===== config.mk =====
export PLATFORM = sky130hd
export DESIGN_NAME = dsi_video_line_packet_sequencer
export DESIGN_NICKNAME = d
export VERILOG_FILES = /design/src/hdl/dvlps_pkg.sv /design/src/hdl/dvlps_crc_ser.sv /design/src/hdl/dvlps_out_reg.sv /design/src/hdl/dsi_video_line_packet_sequencer.sv
export SDC_FILE = /design/constraint.sdc
export NUM_CORES = 1
export LEC_CHECK = 0
export BUFFER_PORTS_ARGS = -buffer_cell sky130_fd_sc_hd__buf_2
export CAP_MARGIN = 20
export CORE_ASPECT_RATIO = 2
export CORE_MARGIN = 2
export CORE_UTILIZATION = 56
export CTS_BUF_LIST = sky130_fd_sc_hd__clkbuf_16
export CTS_CLUSTER_DIAMETER = 80
export CTS_CLUSTER_SIZE = 12
export DETAILED_ROUTE_END_ITERATION = 7
export PLACE_DENSITY = 0.79
export SLEW_MARGIN = 5
export SYNTH_ARGS = -nofsm -noshare
export SYNTH_HDL_FRONTEND = slang
export SYNTH_HIERARCHICAL = 1
export SYNTH_SLANG_ARGS = --single-unit

===== constraint.sdc =====
create_clock -name clk -period 8.9 [get_ports clk]
set_input_delay 2.67 -clock clk [delete_from_list [all_inputs] [get_ports clk]]
set_output_delay 2.67 -clock clk [all_outputs]
set_load 0.03 [all_outputs]

===== src/hdl/dvlps_pkg.sv =====
// Shared types, codes and helper functions of the DSI video line packet sequencer.
`timescale 1ns / 1ps

package dvlps_pkg;

	// DSI data type codes of the short sync packets.
	localparam logic [5:0] DT_VSS = 6'h01;
	localparam logic [5:0] DT_VSE = 6'h11;
	localparam logic [5:0] DT_HSS = 6'h21;
	localparam logic [5:0] DT_HSE = 6'h31;

	// DSI data type codes of the long pixel packets, one for each pixel format.
	localparam logic [5:0] DT_RGB565  = 6'h0E;
	localparam logic [5:0] DT_RGB666P = 6'h1E;
	localparam logic [5:0] DT_RGB666L = 6'h2E;
	localparam logic [5:0] DT_RGB888  = 6'h3E;

	// Pixel format codes.
	localparam logic [1:0] FMT_RGB565  = 2'd0;
	localparam logic [1:0] FMT_RGB666P = 2'd1;
	localparam logic [1:0] FMT_RGB666L = 2'd2;
	localparam logic [1:0] FMT_RGB888  = 2'd3;

	// Payload CRC16: reflected polynomial, all-ones start value, no final inversion.
	localparam logic [15:0] CRC_POLY = 16'hA001;
	localparam logic [15:0] CRC_INIT = 16'hFFFF;

	// Configuration port widths.
	localparam int CFG_IDX_W  = 4;
	localparam int CFG_DATA_W = 12;

	// Configuration register indexes.
	typedef enum logic [CFG_IDX_W-1:0] {
		CFG_ENABLE  = 4'd0,
		CFG_VSYNC   = 4'd1,
		CFG_VBACK   = 4'd2,
		CFG_VACTIVE = 4'd3,
		CFG_VFRONT  = 4'd4,
		CFG_HACTIVE = 4'd5,
		CFG_CHANNEL = 4'd6,
		CFG_FORMAT  = 4'd7
	} cfg_reg_t;

	// One packet request from the sequencer to the output register.
	typedef struct packed {
		logic [5:0]  dtype;
		logic [1:0]  chan;
		logic [13:0] wcount;
		logic [15:0] crc;
		logic        has_crc;
		logic        frame_start;
		logic        last;
	} pkt_t;

	// Advance the CRC by one payload byte, least significant bit first.
	function automatic logic [15:0] crc_byte(input logic [15:0] c, input logic [7:0] b);
		logic [15:0] r;
		r = c ^ {8'h00, b};
		for (int i = 0; i < 8; i++) begin
			r = r[0] ? ((r >> 1) ^ CRC_POLY) : (r >> 1);
		end
		return r;
	endfunction

	// Data type of the pixel packet for a pixel format.
	function automatic logic [5:0] pix_type(input logic [1:0] fmt);
		logic [5:0] dt;
		case (fmt)
			FMT_RGB565:  dt = DT_RGB565;
			FMT_RGB666P: dt = DT_RGB666P;
			FMT_RGB666L: dt = DT_RGB666L;
			FMT_RGB888:  dt = DT_RGB888;
			default:     dt = DT_RGB888;
		endcase
		return dt;
	endfunction

endpackage


===== src/hdl/dvlps_crc_ser.sv =====
// Byte-serial CRC engine over the test-pattern payload of one active line.
`timescale 1ns / 1ps

module dvlps_crc_ser (
	input  logic        clk,
	input  logic        arst_n,
	input  logic        start,
	input  logic [11:0] pix_cnt,
	input  logic [7:0]  line_off,
	output logic        done,
	output logic [15:0] crc
);

	logic        busy_q;
	logic        done_q;
	logic [11:0] x_q;
	logic [11:0] cnt_q;
	logic [7:0]  off_q;
	logic [1:0]  byte_q;
	logic [23:0] sh_q;
	logic [15:0] crc_q;
	logic [11:0] x_nxt;

	assign x_nxt = x_q + 12'd1;

	// Control: run three bytes per pixel until the pixel count is reached.
	always_ff @(posedge clk or negedge arst_n) begin
		if (!arst_n) begin
			busy_q <= 1'b0;
			done_q <= 1'b0;
			byte_q <= 2'd0;
			x_q    <= 12'd0;
		end else if (start) begin
			busy_q <= 1'b1;
			done_q <= 1'b0;
			byte_q <= 2'd0;
			x_q    <= 12'd0;
		end else if (busy_q) begin
			if (byte_q == 2'd2) begin
				byte_q <= 2'd0;
				if (x_nxt == cnt_q) begin
					busy_q <= 1'b0;
					done_q <= 1'b1;
				end else begin
					x_q <= x_nxt;
				end
			end else begin
				byte_q <= byte_q + 2'd1;
			end
		end
	end

	// Datapath: the pixel bytes shift out one byte a cycle into the CRC.
	always_ff @(posedge clk) begin
		if (start) begin
			cnt_q <= pix_cnt;
			off_q <= line_off;
			sh_q  <= {8'h00, line_off, line_off};
			crc_q <= dvlps_pkg::CRC_INIT;
		end else if (busy_q) begin
			crc_q <= dvlps_pkg::crc_byte(crc_q, sh_q[23:16]);
			if (byte_q == 2'd2) begin
				sh_q <= {x_nxt[7:0], off_q, x_nxt[7:0] + off_q};
			end else begin
				sh_q <= {sh_q[15:0], 8'h00};
			end
		end
	end

	assign done = done_q;
	assign crc  = crc_q;

endmodule


===== src/hdl/dvlps_out_reg.sv =====
// Output register that builds the header ECC and holds a packet until it is taken.
`timescale 1ns / 1ps

module dvlps_out_reg (
	input  logic               clk,
	input  logic               arst_n,
	input  logic               push,
	input  dvlps_pkg::pkt_t    pkt,
	output logic               ready,
	output logic               out_valid,
	input  logic               out_stall,
	output logic [5:0]         dtype,
	output logic [1:0]         chan,
	output logic [13:0]        wcount,
	output logic [7:0]         ecc,
	output logic [15:0]        crc,
	output logic               has_crc,
	output logic               frame_start,
	output logic               last
);

	logic            valid_q;
	dvlps_pkg::pkt_t pkt_q;
	logic [7:0]      ecc_q;
	logic [7:0]      ecc_d;

	// The register takes a new request when empty or when its request leaves now.
	assign ready = !valid_q || !out_stall;

	// Header ECC: XOR of the three header bytes.
	assign ecc_d = {pkt.chan, pkt.dtype} ^ pkt.wcount[7:0]
		^ {2'b00, pkt.wcount[13:8]};

	always_ff @(posedge clk or negedge arst_n) begin
		if (!arst_n) begin
			valid_q <= 1'b0;
		end else if (ready) begin
			valid_q <= push;
		end
	end

	always_ff @(posedge clk) begin
		if (ready && push) begin
			pkt_q <= pkt;
			ecc_q <= ecc_d;
		end
	end

	assign out_valid   = valid_q;
	assign dtype       = pkt_q.dtype;
	assign chan        = pkt_q.chan;
	assign wcount      = pkt_q.wcount;
	assign ecc         = ecc_q;
	assign crc         = pkt_q.crc;
	assign has_crc     = pkt_q.has_crc;
	assign frame_start = pkt_q.frame_start;
	assign last        = pkt_q.last;

endmodule


===== src/hdl/dsi_video_line_packet_sequencer.sv =====
// Top level of the DSI video line packet sequencer: registers, line counter, packet sequencing.
//
//   channel  | direction | handshake             | payload
//   ---------+-----------+-----------------------+---------------------------------------------
//   in       | sink      | in_valid / in_stall   | tick_valid
//   out      | source    | out_valid / out_stall | dtype chan wcount ecc crc has_crc
//            |           |                       | frame_start last
//   cfg      | sink      | cfg_we                | cfg_index cfg_data
//
// A tick request is taken in the idle state, decoded in the next cycle, and then its packets are
// issued one per cycle while the output register has room; the pixel packet also waits for the
// payload CRC. The byte-serial payload CRC of an active line runs alongside the sync headers.
// Reset returns the registers to their defaults and the line counter to zero.
// A stalled output holds the sequencer; the next tick is taken once the last packet is issued.
`timescale 1ns / 1ps

module dsi_video_line_packet_sequencer #(
	parameter int LINE_BITS = 13
) (
	input  logic                                clk,
	input  logic                                arst_n,
	input  logic                                in_valid,
	output logic                                in_stall,
	input  logic                                tick_valid,
	output logic                                out_valid,
	input  logic                                out_stall,
	output logic [5:0]                          dtype,
	output logic [1:0]                          chan,
	output logic [13:0]                         wcount,
	output logic [7:0]                          ecc,
	output logic [15:0]                         crc,
	output logic                                has_crc,
	output logic                                frame_start,
	output logic                                last,
	input  logic                                cfg_we,
	input  logic [dvlps_pkg::CFG_IDX_W-1:0]     cfg_index,
	input  logic [dvlps_pkg::CFG_DATA_W-1:0]    cfg_data
);

	// Width that holds a line number plus one as well as the frame height.
	localparam int AW = (LINE_BITS + 1 > 14) ? LINE_BITS + 1 : 14;

	typedef enum logic [5:0] {
		ST_IDLE   = 6'b000001,
		ST_DECODE = 6'b000010,
		ST_VSYNC  = 6'b000100,
		ST_HSS    = 6'b001000,
		ST_PIX    = 6'b010000,
		ST_HSE    = 6'b100000
	} state_t;

	logic                 enable_q;
	logic [7:0]           vsync_q;
	logic [7:0]           vback_q;
	logic [11:0]          vactive_q;
	logic [7:0]           vfront_q;
	logic [11:0]          hactive_q;
	logic [1:0]           chan_q;
	logic [1:0]           fmt_q;

	state_t               state_q;
	logic [LINE_BITS-1:0] line_q;
	logic                 fs_q;
	logic                 vse_q;
	logic                 act_q;

	logic [13:0]          total;
	logic [LINE_BITS:0]   nxt;
	logic                 wrap;
	logic [8:0]           start_lines;
	logic [AW-1:0]        line_ext;
	logic [AW-1:0]        act_end;
	logic                 act_now;
	logic [7:0]           line_off;
	logic                 crc_start;
	logic                 crc_done;
	logic [15:0]          crc_val;
	logic                 push;
	logic                 out_ready;
	dvlps_pkg::pkt_t      pkt;

	// Configuration writes; indexes beyond the list are ignored.
	always_ff @(posedge clk or negedge arst_n) begin
		if (!arst_n) begin
			enable_q  <= 1'b0;
			vsync_q   <= 8'd5;
			vback_q   <= 8'd20;
			vactive_q <= 12'd720;
			vfront_q  <= 8'd5;
			hactive_q <= 12'd1280;
			chan_q    <= 2'd0;
			fmt_q     <= dvlps_pkg::FMT_RGB888;
		end else if (cfg_we) begin
			case (cfg_index)
				dvlps_pkg::CFG_ENABLE:  enable_q  <= cfg_data[0];
				dvlps_pkg::CFG_VSYNC:   vsync_q   <= cfg_data[7:0];
				dvlps_pkg::CFG_VBACK:   vback_q   <= cfg_data[7:0];
				dvlps_pkg::CFG_VACTIVE: vactive_q <= cfg_data[11:0];
				dvlps_pkg::CFG_VFRONT:  vfront_q  <= cfg_data[7:0];
				dvlps_pkg::CFG_HACTIVE: hactive_q <= cfg_data[11:0];
				dvlps_pkg::CFG_CHANNEL: chan_q    <= cfg_data[1:0];
				dvlps_pkg::CFG_FORMAT:  fmt_q     <= cfg_data[1:0];
				default: ;
			endcase
		end
	end

	// Line advance: wrap at the frame height or when the counter overflows.
	assign total = 14'(vsync_q) + 14'(vback_q) + 14'(vactive_q) + 14'(vfront_q);
	assign nxt   = {1'b0, line_q} + {{LINE_BITS{1'b0}}, 1'b1};
	assign wrap  = nxt[LINE_BITS] || (AW'(nxt) >= AW'(total));

	// Line classification for the decode step.
	assign start_lines = 9'(vsync_q) + 9'(vback_q);
	assign line_ext    = AW'(line_q);
	assign act_end     = AW'(start_lines) + AW'(vactive_q);
	assign act_now     = (line_ext >= AW'(start_lines)) && (line_ext < act_end)
		&& (hactive_q != 12'd0);
	assign line_off    = line_q[7:0] - start_lines[7:0];
	assign crc_start   = (state_q == ST_DECODE) && act_now;

	assign in_stall = (state_q != ST_IDLE);

	// Packet request for the current state.
	always_comb begin
		push            = 1'b0;
		pkt.dtype       = dvlps_pkg::DT_HSS;
		pkt.chan        = chan_q;
		pkt.wcount      = 14'd0;
		pkt.crc         = 16'h0000;
		pkt.has_crc     = 1'b0;
		pkt.frame_start = fs_q;
		pkt.last        = 1'b0;
		case (state_q)
			ST_VSYNC: begin
				push      = out_ready;
				pkt.dtype = vse_q ? dvlps_pkg::DT_VSE : dvlps_pkg::DT_VSS;
			end
			ST_HSS: begin
				push = out_ready;
			end
			ST_PIX: begin
				push        = out_ready && crc_done;
				pkt.dtype   = dvlps_pkg::pix_type(fmt_q);
				pkt.wcount  = 14'({hactive_q, 1'b0}) + 14'(hactive_q);
				pkt.crc     = crc_val;
				pkt.has_crc = 1'b1;
			end
			ST_HSE: begin
				push      = out_ready;
				pkt.dtype = dvlps_pkg::DT_HSE;
				pkt.last  = 1'b1;
			end
			default: ;
		endcase
	end

	// Sequencer: one tick walks through the packets of its line.
	always_ff @(posedge clk or negedge arst_n) begin
		if (!arst_n) begin
			state_q <= ST_IDLE;
			line_q  <= '0;
			fs_q    <= 1'b0;
			vse_q   <= 1'b0;
			act_q   <= 1'b0;
		end else begin
			case (state_q)
				ST_IDLE: begin
					if (in_valid && tick_valid && enable_q) begin
						line_q  <= wrap ? '0 : nxt[LINE_BITS-1:0];
						fs_q    <= wrap;
						state_q <= ST_DECODE;
					end
				end
				ST_DECODE: begin
					vse_q   <= (line_q != '0);
					act_q   <= act_now;
					state_q <= ((line_q == '0) || (line_ext == AW'(vsync_q))) ? ST_VSYNC : ST_HSS;
				end
				ST_VSYNC: begin
					if (push) begin
						fs_q    <= 1'b0;
						state_q <= ST_HSS;
					end
				end
				ST_HSS: begin
					if (push) begin
						fs_q    <= 1'b0;
						state_q <= act_q ? ST_PIX : ST_HSE;
					end
				end
				ST_PIX: begin
					if (push) begin
						fs_q    <= 1'b0;
						state_q <= ST_HSE;
					end
				end
				ST_HSE: begin
					if (push) begin
						fs_q    <= 1'b0;
						state_q <= ST_IDLE;
					end
				end
				default: state_q <= ST_IDLE;
			endcase
		end
	end

	dvlps_crc_ser u_crc (
		.clk      (clk),
		.arst_n   (arst_n),
		.start    (crc_start),
		.pix_cnt  (hactive_q),
		.line_off (line_off),
		.done     (crc_done),
		.crc      (crc_val)
	);

	dvlps_out_reg u_out (
		.clk         (clk),
		.arst_n      (arst_n),
		.push        (push),
		.pkt         (pkt),
		.ready       (out_ready),
		.out_valid   (out_valid),
		.out_stall   (out_stall),
		.dtype       (dtype),
		.chan        (chan),
		.wcount      (wcount),
		.ecc         (ecc),
		.crc         (crc),
		.has_crc     (has_crc),
		.frame_start (frame_start),
		.last        (last)
	);

endmodule


==> key figures <==
CTS
  – Post-CTS resize count: 0
  – CTS root buffer: clkbuf_16
  – Reg clk slew, reported paths: 0.07 ns
  – Worst-Skew Late Latency: 0.50 ns
  – CTS tree: done
  – CTS Hold Bufs: 0
  – # clock sinks: 201
  – Clock buffer depth: 3
  – H-tree depth: 1
  – Postcts setup bufs: 0
  – CTS buffer count: 20

Floorplanning
  – I/O pin cnt: 73
  – Die ar.: 0.0233 mm^2
  – Core area: 0.0216 mm^2
  – Placement Rows: 76
  – Die width: 109 um
  – Die height: 214 um
  – Starting Density: 0.572

STA
  – Final-report hold violation count: 0
  – Final hold slack: 0.457 ns
  – Worst-margin pin slew: 0.843 ns
  – Setup TNS: 0 ns
  – Final setup viols: 0
  – Slew Limit Headroom: 0.438
  – Max Transition Viols Final: 0
  – Final Critical Period: 5.95 ns
  – Final Skew: 0.0127 ns
  – Max frequency: 168 MHz
  – RSZ-0062 raised after global routing: false
  – Period utilization: 0.668

Global routing
  – Overall global routing resource usage: 0.260
  – Total grt overflow: 0
  – Vias in the first global route: 9397
  – Antenna violations before repair: 0
  – Largest net degree at the start of global routing: 82
  – Global-route wire length before repair: 47.2 mm

Route
  – Total number of vias: 9018
  – Routed vias/inst: 5.92
  – Pre-Repair DR Iteration Count: 7
  – Antenna-violating nets left: 0
  – First DRT Iteration DRCs: 340
  – DR WL/cell: 19.4 um
  – DRT Wirelength: 29.5 mm
  – # DRC: 0

Setup path
  – Worst path required time: 9.05 ns
  – Cell breakdown of the critical path: ha_1 > fa_1 > a21o_1 > a21oi_1 > o21ai_0 > a21oi_1 > xnor2_1 > ha_1 > a2111oi_0 > o211ai_1 > a31o_2 > a21o_1 > nand3_1 > xor2_1 > ha_1 > nand2_1 > o211ai_1 > a2111oi_2 > buf_4 > or2_2
  – R2R Path End: u_crc/sh_q[9]
  – Crit Path Class: reg -> reg
  – Worst setup SP type: flop
  – Worst reg-to-reg path cell count: 20
  – Crit-path max FO: 81
  – Crit end category: flop
  – Largest stage delay, worst path: 0.70 ns
  – Critical path data arrival time: 6.10 ns
  – Most common cell on crit path: ha_1
  – Slowest CP cell: buf_4
  – Reg2reg start: vback_q[0]
  – R2r setup slk: 2.95 ns

Synthesis
  – Most frequent cell after synthesis: ha_1
  – Post-synth top area cell: edfxtp_1
  – Post-synth cell types: 84
  – Syn Area/Cell: 10.5 um^2
  – Async SR Flop Fraction: 0.458
  – Predominant post-synthesis flop cell: edfxtp_1
  – Register area share after synthesis: 0.433
  – Yosys warns: 6
  – Area share of the largest cell type after synthesis: 0.207
  – Synthesized cell area: 0.0124 mm^2
  – Top post-synthesis cells by count: ha_1 (93), nand2_1 (88), edfxtp_1 (85)
  – Post-synth EDFFs: 85
  – Syn Nets: 1310
  – Number of synthesized register bits: 201
  – Mapped Cells: 1174
  – Top cells by area, synth: edfxtp_1 (21%), dfrtp_1 (16%), ha_1 (9.4%)

Min path
  – WHS Path Cells: 0
  – Hold Startpoint: fs_q
  – Worst Hold End: u_out/frame_start
  – Hold WC Path Type: reg -> reg

Power and ir drop
  – Leak: 0.00620 uW
  – IR Drop Worst-Case VDD: 0.285 mV
  – Final Total Pwr: 4350 uW
  – Pwr dens: 321 mW/mm^2

Layout
  – Synth-to-layout area growth: 9.67%
  – Final Non-Filler Cells: 1524
  – Final Core Density: 0.628
  – Share of cells above drive strength 1: 0.157
  – Diodes inserted: 0
  – Nets@finish: 1373

Placement
  – I/O Buffers: 72
  – Placed Cells: 1486
  – GP Congestion: 0.984
  – DP Wirelength: 22.5 mm

Run
  – Maxcap violations: 0

Outcome
  – Status: finished clean
==> cell usage in the layout, fill, tap and decap left out, drive strengths merged, types with 10 or more instances in the layout <==
cell type and count:
dfrtp 77, buf 84, and2 20, nand2 89, mux2 39, o21a 12
dfstp 15, nor2b 14, a21o 24, xnor2 53, o21ai 82, nor3 12
nand3 15, ha 93, or2 12, mux2i 10, clkbuf 21, nor2 80
xor2 50, fa 21, or3 14, dfxtp 24, edfxtp 85, inv 89
a21oi 66, nand4 14, nand2b 12
==> metrics by stage <==
step,cell area [um^2],setup WS (ns)
final,13500,2.95
after global routing,13500,2.45
after CTS,13500,2.97
after detailed placement,12900,2.97
after global placement,12900,3.19
after floorplan,12400,0.605
==> final cells by class <==
cell class / count / area (um^2)
flip-flops and latches: 201 / 5350
multi-input cells: 854 / 6510
fillers: 1699 / 8040
inverters: 76 / 285
clock buffers: 21 / 526
repair buffers: 84 / 473
well taps: 273 / 342
clock inverters: 15 / 57.6
==> worst max-delay path by stage <==
stage	start	endpoint	slack, ns	depth (start not counted)
after CTS	vback_q[0]	u_crc/sh_q[1]	2.97	20
after global placement	vback_q[0]	u_crc/sh_q[0]	3.19	20
after floorplan	vback_q[0]	u_crc/sh_q[0]	0.61	21
final	vback_q[0]	u_crc/sh_q[9]	2.95	20
after global routing	vback_q[0]	u_crc/sh_q[9]	2.45	20
after detailed placement	vback_q[0]	u_crc/sh_q[0]	2.97	20
==> critical path: cells and delay by family (launching register included) <==
kind	cells	cell delay, ns
xor+xnor	2	0.34
flops	1	0.41
simple gates	3	0.67
fa+ha+maj	4	1.20
compound gates	10	2.24
buf+inv	1	0.70
==> cell families (layout without fill, tap and decap cells) <==
| family | Yosys count | after routing | share of synthesized area |
|---|---|---|---|
| compound gates | 257 | 257 | 0.132 |
| xor+xnor | 109 | 109 | 0.0846 |
| fa+ha+maj | 114 | 114 | 0.128 |
| buf+inv | 119 | 196 | 0.0413 |
| flops | 201 | 201 | 0.433 |
| mux | 49 | 49 | 0.0440 |
| simple gates | 325 | 325 | 0.136 |
==> registers in the layout, indices dropped and copies added, names as in the netlist, 6 cells and up <==
name / flops
hactive_q: 12
line_q: 13
state_q: 6
u_crc/cnt_q: 12
u_crc/crc: 16
u_crc/off_q: 8
u_crc/sh_q: 24
u_crc/x_q: 12
u_out/crc: 16
u_out/dtype: 6
u_out/ecc: 8
u_out/wcount: 14
vactive_q: 12
vback_q: 8
vfront_q: 8
vsync_q: 8
==> where the power goes <==
group	switching, uW	leakage (uW)	total, uW	internal (uW)
clock	343	0.000337	766	423
combinational	1270	0.00365	2250	984
sequential	180	0.00221	1330	1150
total	1790	0.00620	4350	2560
==> per-layer routing <==
| metal | GRT usage | part of all wire |
|---|---|---|
| met5 | 0 | 0 |
| met1 | 0.255 | 0.33 |
| met4 | 0.172 | 0.074 |
| met2 | 0.492 | 0.56 |
| met3 | 0.0264 | 0.031 |
(Power assumes the default switching activity.)
